File: config.mk
export PLATFORM = sky130hd
export DESIGN_NAME = mlrt_ram
export DESIGN_NICKNAME = d
export VERILOG_FILES = /design/src/sv/mlrt_ram.sv
export SDC_FILE = /design/constraint.sdc
export NUM_CORES = 1
export LEC_CHECK = 0
export ABC_AREA = 1
export BUFFER_PORTS_ARGS = -buffer_cell sky130_fd_sc_hd__buf_2
export CORE_MARGIN = 3
export CORE_UTILIZATION = 35
export DETAILED_ROUTE_END_ITERATION = 7
export SYNTH_ARGS = -nofsm -noshare
export SYNTH_HDL_FRONTEND = slang
export SYNTH_SLANG_ARGS = --single-unit
File: constraint.sdc
create_clock -name clk_i -period 2.11 [get_ports clk_i]
set_clock_uncertainty 0.05 [all_clocks]
set_input_delay 0.1055 -clock clk_i [delete_from_list [all_inputs] [get_ports clk_i]]
set_output_delay 0.1055 -clock clk_i [all_outputs]
set_load 0.01 [all_outputs]
File: src/sv/mlrt_ram.sv
// Generic single-port-write, single-port-read RAM with a registered read.
// Used for the tracker's count stores; no dependencies.
module mlrt_ram #(
  parameter int unsigned WIDTH = 8,
  parameter int unsigned DEPTH = 64
) (
  input  logic                                   clk_i,
  input  logic                                   we_i,
  input  logic [(DEPTH > 1 ? $clog2(DEPTH) : 1)-1:0] waddr_i,
  input  logic [WIDTH-1:0]                       wdata_i,
  input  logic                                   re_i,
  input  logic [(DEPTH > 1 ? $clog2(DEPTH) : 1)-1:0] raddr_i,
  output logic [WIDTH-1:0]                       rdata_o
);

  logic [WIDTH-1:0] mem_q [DEPTH];
  logic [WIDTH-1:0] rdata_q;

  always_ff @(posedge clk_i) begin
    if (we_i) begin
      mem_q[waddr_i] <= wdata_i;
    end
    if (re_i) begin
      rdata_q <= mem_q[raddr_i];
    end
  end

  assign rdata_o = rdata_q;

endmodule

# Yosys cells after proc, flatten, opt, wreduce, memory -nomap -nowiden
# Memories as Yosys holds them, arrays and structs flattened. A register that Yosys moved wholly into a read port is not among the register bits.
# Index checks and enable logic that the tools add are counted.
word_totals:
  out_inout_bits: 8
  mem_bits_rw: 512
  memories: 1
  reg_bits: 0
mem_list:
  columns: ["name", "depth", "width", "read_ports", "rd_clocked_by_memory_dff", "write_ports", "line", "source"]
  rows:
  - ["mem_q", 64, 8, 1, 1, 1, "16", "logic [WIDTH-1:0] mem_q [DEPTH];"]
classes:
  mux: 2
ops:
  columns: ["operator", "count"]
  rows:
  - ["1-bit two-way mux", 2]

# Logic depth before layout (Yosys ltp)
# Gate-level depths: netlist of run 1.
logic_depth:
  depth_word: 2
  depth_mapped: 12

# Least setup slack after synthesis of run 1
# No wires, ideal clock.
synth_timing:
  kind: "input to register"
  from: "in we_i"
  to: "mem mem_q[48][0] (enable)"
  setup_time_ns: 0.395
  cell_stages: 3
  arrival_ns: 1.477
  path_slack_ns: 0.188
  path_buffers: 1
  path_cell_list: "clkbuf_1 nand4_1 nor4_1"
synth_between:
  elab_chain_cells: 2
synth_lines:
  columns: ["element", "line", "source"]
  rows:
  - ["start: declaration", "8", "input logic we_i,"]
  - ["1-bit two-way mux", "20", "if (we_i) begin"]
  - ["1-bit two-way mux (not written as such)", "21", "mem_q[waddr_i] <= wdata_i;"]
  - ["end: declaration", "16", null]
# Every way passes these cells.

==> out/metrics.cfg, run 1 <==
[floorplanning]
die_x_um=253
die_h_um=253
core-area_um2=60500
start_util=0.354
rows=90
die_area_um2=64200
io_pins=31

[critical_path]
crit_start=mem_q[3][7]
cp_max_fo=1
cp.depth=8
cp-start-kind=flop
cp.arrival_ps=1960
required_ps=2390
cp_cell_sequence=nand2_1 > nand3_1 > nand3_1 > nand2_1 > nand2_1 > nand3_1 > nand3_1 > nand2_1
worstReg2RegStart=mem_q[3][7]
rrSetupSlack_ps=430
reg2reg_depth=8
path_buf_inv=0
r2r_end=rdata_o[7]
slowest_stage=edfxtp_1
critPathMaxStageDelay_ps=370
cp_top_family=simple AND/OR/NAND/NOR gates
end_kind=flop
path_class=flop to flop

[sta]
grt_setup_unrepaired=false
slew_violations=0
hold_viol=0
fin_crit_ps=1680
finalSetupTns_ps=0
setup_viol=0
tightest_slew_ps=1170
max-slew-margin-rel=0.218
post-route-period-util=0.797
clock.fmax_ghz=0.595

[worst_hold_path]
hold_end=mem_q[49][4]
hold_path.class=input port to flop
hold_depth=3
min_from=waddr_i[2]

[logic_synthesis]
ys_ff_latch=520
yosys-top-cells-area=edfxtp_1 (73%), nand2_1 (11%), nand3_1 (10%), buf_6 (1.8%), nor2_1 (0.98%)
ys_seq_area_frac=0.729
netlist.area_leader.share=0.729
synthesis.nets=1828
synth_top_area_cell=edfxtp_1
yosysWarnings=0
post_synth_num_cell_types=15
syn-instance-count=1805
syn_area_um2=21400
avgSynthCellArea_um2=11.9

[placed_design]
port_buffers=30
dp_hpwl_mm=31.5
routabilityCongestion=0.844

[run]
maxCapViolations=0

[cells_and_area]
nNetsFinal=1908
final_common_cell=nand2_1
most-common-layout-cells=nand2_1 (648), edfxtp_1 (520), nand3_1 (439)
drive_above_1_share=0.106
fillers=5649
area.growth.synth_to_final_pct=13.9
final_util=0.403

[grt]
grt_overflow_total=0
antenna_found_initial=3
grt_usage=0.168
grt_pass1_vias=13569
grt_max_degree=129
grt_pass1_wl_mm=82.3

[clock_tree]
clk_latency_ps=590
root_buffer=clkbuf_16
cts-htree-levels=2
cts_buffers=50
cts_tree=built
clock-sinks=520
cts_buffer_depth=3
clkTransAtPathRegs_ps=60
postCtsSetupBuffers=0

[route]
wl_met2_mm=24.3
top_layer_used=met5
vias_per_cell=5.09
wl_per_cell_um=19.8
drtIter0Drc=1320
wl_met3_mm=3.70
ant_nets=0
wl_mm=53.6
m1WireLength_mm=24.2
via_count=13799
drtPass1Iterations=6
route.detailed.drc=0

[power_and_ir_drop]
p_sw_frac=0.222
pwr-share-comb=0.064
p_sw_mw=4.77
leakage_nw=8.80
p_clk_frac=0.402
power.density_nw_per_um2=882
seqPwrFrac=0.533
p_int_mw=16.8
ir_drop_mv=0.652

[outcome]
outcome=finished clean

[Yosys cell counts]
master / number
edfxtp_1: 520
nand4_1: 9
nor4_1: 8
nand3_1: 439
nor2_1: 56
inv_6: 1
buf_8: 2
buf_1: 10
inv_1: 10
clkbuf_1: 15
nand2_1: 648
inv_2: 1
buf_2: 37
buf_4: 14
buf_6: 35
[routing by layer]
layer | vias up | track usage
met3 | 86 | 0.0364
met5 | - | 0
met1 | 6773 | 0.236
met2 | 417 | 0.262
li1 | 6519 | -
met4 | 4 | 0.0550
[worst min-delay path: stages]
cell	delay, ps
buf_2	160
nor4_1	80
buf_4	180
[flip-flops by register name (all words and copies together), names as in the netlist]
register  cells
mem_q       512
rdata_o       8
[worst max-delay path by stage]
stage	end	slack, ps
6_report	rdata_o[7]	430
5_1_grt	rdata_o[7]	370
4_1_cts	rdata_o[7]	460
3_5_place_dp	rdata_o[7]	140
3_3_place_gp	rdata_o[7]	150
2_1_floorplan	mem_q[48][0]	190
[logic make-up after synthesis]
family	count (synthesis)	share of synthesized area
and+or+nand+nor	1160	0.231
DFF	520	0.729
buffers and inverters	125	0.0401
[area by class of cell]
cell class / instances / area, um^2 / area share
Inverter: 12 / 52.6 / 0.00215
Sequential cell: 520 / 15600 / 0.640
Tap cell: 782 / 978 / 0.0401
Multi-Input combinational cell: 1160 / 4950 / 0.203
Timing Repair Buffer: 141 / 1240 / 0.0508
Antenna cell: 3 / 7.51 / 0.000308
Clock inverter: 27 / 228 / 0.00933
Clock buffer: 65 / 1330 / 0.0545
[timing repair]
item,in CTS,in global routing
hold endpoints to repair,172,0
setup endpoints to repair,0,0
hold buffers,8,0
resized for setup,0,0
[power groups by stage]
stage	sequential (mW)	clock, mW	combinational [mW]
2_1_floorplan	11.7	0	0.804
3_3_place_gp	11.7	0	1.36
3_5_place_dp	11.7	0	1.37
4_1_cts	11.5	8.82	1.39
5_1_grt	11.5	9.26	1.53
6_report	11.5	8.66	1.39
[metrics by stage]
step           power [mW]  hold slack, ps  cell area, um^2  setup WS (ps)  instances
2_1_floorplan        12.5             154            21400            188       1805
3_3_place_gp         13.1             451            22800            155       2607
3_5_place_dp         13.1             462            22800            141       2607
4_1_cts              21.7            30.0            24400            464       2707
5_1_grt              22.3            70.4            24400            373       2707
6_report             21.5            63.4            24400            429       2710
No activity file was read; power rests on OpenSTA's default activity.
==> run 2, diff against run 1 <==
clock period = 1.8 ns   (was 2.11 ns; I/O delays follow)
==> out/metrics.cfg, run 2 (synthesis gave the netlist of run 1 again) <==
[critical_path]
end_kind=flop
cp_max_fo=1
cp-start-kind=flop
worstReg2RegStart=mem_q[33][2]
rrSetupSlack_ps=180
crit_start=mem_q[33][2]
required_ps=2080
reg2reg_depth=8
path_class=flop to flop
r2r_end=rdata_o[2]
cp.arrival_ps=1900

[sta]
clock.fmax_ghz=0.618
post-route-period-util=0.899
setup_viol=0
max-slew-margin-rel=0.458
slew_violations=0
fin_crit_ps=1620
finalSetupTns_ps=0
tightest_slew_ps=813
grt_setup_unrepaired=false
hold_viol=0

[clock_tree]
cts_tree=built
cts-htree-levels=2
cts_buffers=50
clk_latency_ps=590
clkTransAtPathRegs_ps=70
postCtsSetupBuffers=0
cts_buffer_depth=3
hold_buffers=9
cts_resized=0
root_buffer=clkbuf_16
clock-sinks=520

[placed_design]
port_buffers=30
routabilityCongestion=0.837
dp_hpwl_mm=32.6

[power_and_ir_drop]
power.density_nw_per_um2=1040
ir_drop_mv=0.850
leakage_nw=8.94

[worst_hold_path]
min_from=waddr_i[2]
hold_path.class=input port to flop
hold_depth=3
hold_end=mem_q[49][3]

[route]
drtPass1Iterations=5
wl_per_cell_um=20.3
route.detailed.drc=0
wl_mm=55.3
drtIter0Drc=1590
ant_nets=0
via_count=14116
vias_per_cell=5.18

[grt]
antenna_found_initial=2
grt_pass1_vias=13908
grt_pass1_wl_mm=83.8
grt_usage=0.172
grt_max_degree=77
grt_overflow_total=0

[floorplanning]
die_area_um2=64200
die_x_um=253
die_h_um=253
start_util=0.354
core-area_um2=60500
rows=90
io_pins=31

[outcome]
outcome=finished clean

[cells_and_area]
largest_reg_flops=512
nNetsFinal=1928
fillers=5690
drive_above_1_share=0.116
top_register=mem_q
final_common_cell=nand2_1
most-common-layout-cells=nand2_1 (648), edfxtp_1 (520), nand3_1 (439)
area.growth.synth_to_final_pct=15.1
final_util=0.408

[run]
maxCapViolations=0

[run 2: cell types whose count changed in the layout (fill, tap and decap cells not counted), sizes merged]
cell,change
buf,+19
clkbuf,-7
diode,-2
bufinv,+1
clkinv,+1
clkinvlp,+1
dlygate4sd3,+1
inv,+1
[run 2: metrics by stage]
step           cells  worst slack, ps  area, um^2  total power, mW  hold WS [ps]
2_1_floorplan   1805             -106       21400             14.7           139
3_3_place_gp    2626            -70.7       22900             15.4           456
3_5_place_dp    2626            -95.7       22900             15.4           455
4_1_cts         2724              209       24700             25.8          18.3
5_1_grt         2724              107       24700             26.5          57.6
6_report        2725              182       24700             25.6          53.0
[run 2: worst max-delay path by stage]
| stage | slack [ps] | cells past startpoint | end |
|---|---|---|---|
| finish | 180 | 8 | rdata_o[2] |
| global route | 110 | 8 | rdata_o[2] |
| CTS | 210 | 8 | rdata_o[2] |
| detailed placement | -100 | 11 | rdata_o[2] |
| global placement | -70 | 11 | rdata_o[2] |
| floorplan | -110 | 3 | mem_q[48][0] |
[run 2: critical path: stages (launching register included)]
cell and delay, ps:
edfxtp_1 370, nand2_1 70, nand3_1 80, nand3_1 110, nand2_1 130, nand2_1 80, nand3_1 130, nand3_1 270
nand2_1 80
[run 2: final cells by class]
type	instances	area (um^2)	area share
Timing Repair Buffer	161	1440	0.0585
Clock buffer	58	1350	0.0546
Tap cell	782	978	0.0397
Clock inverter	31	273	0.0111
Multi-Input combinational cell	1160	4950	0.201
Inverter	12	52.6	0.00213
Sequential cell	520	15600	0.633
Antenna cell	1	2.50	0.000101
[run 2: per-layer routing]
layer  part of all wire  global-route usage
met1               0.43               0.236
met2               0.46               0.274
met3              0.089              0.0428
met4              0.020              0.0465
met5            0.00018                   0
[run 2: where the power goes]
group	total, mW	internal (mW)	switching (mW)	leakage, nW
sequential	13.5	13.4	0.0494	4.69
combinational	1.67	0.474	1.20	3.46
clock	10.5	6.04	4.45	0.796
total	25.6	19.9	5.69	8.94
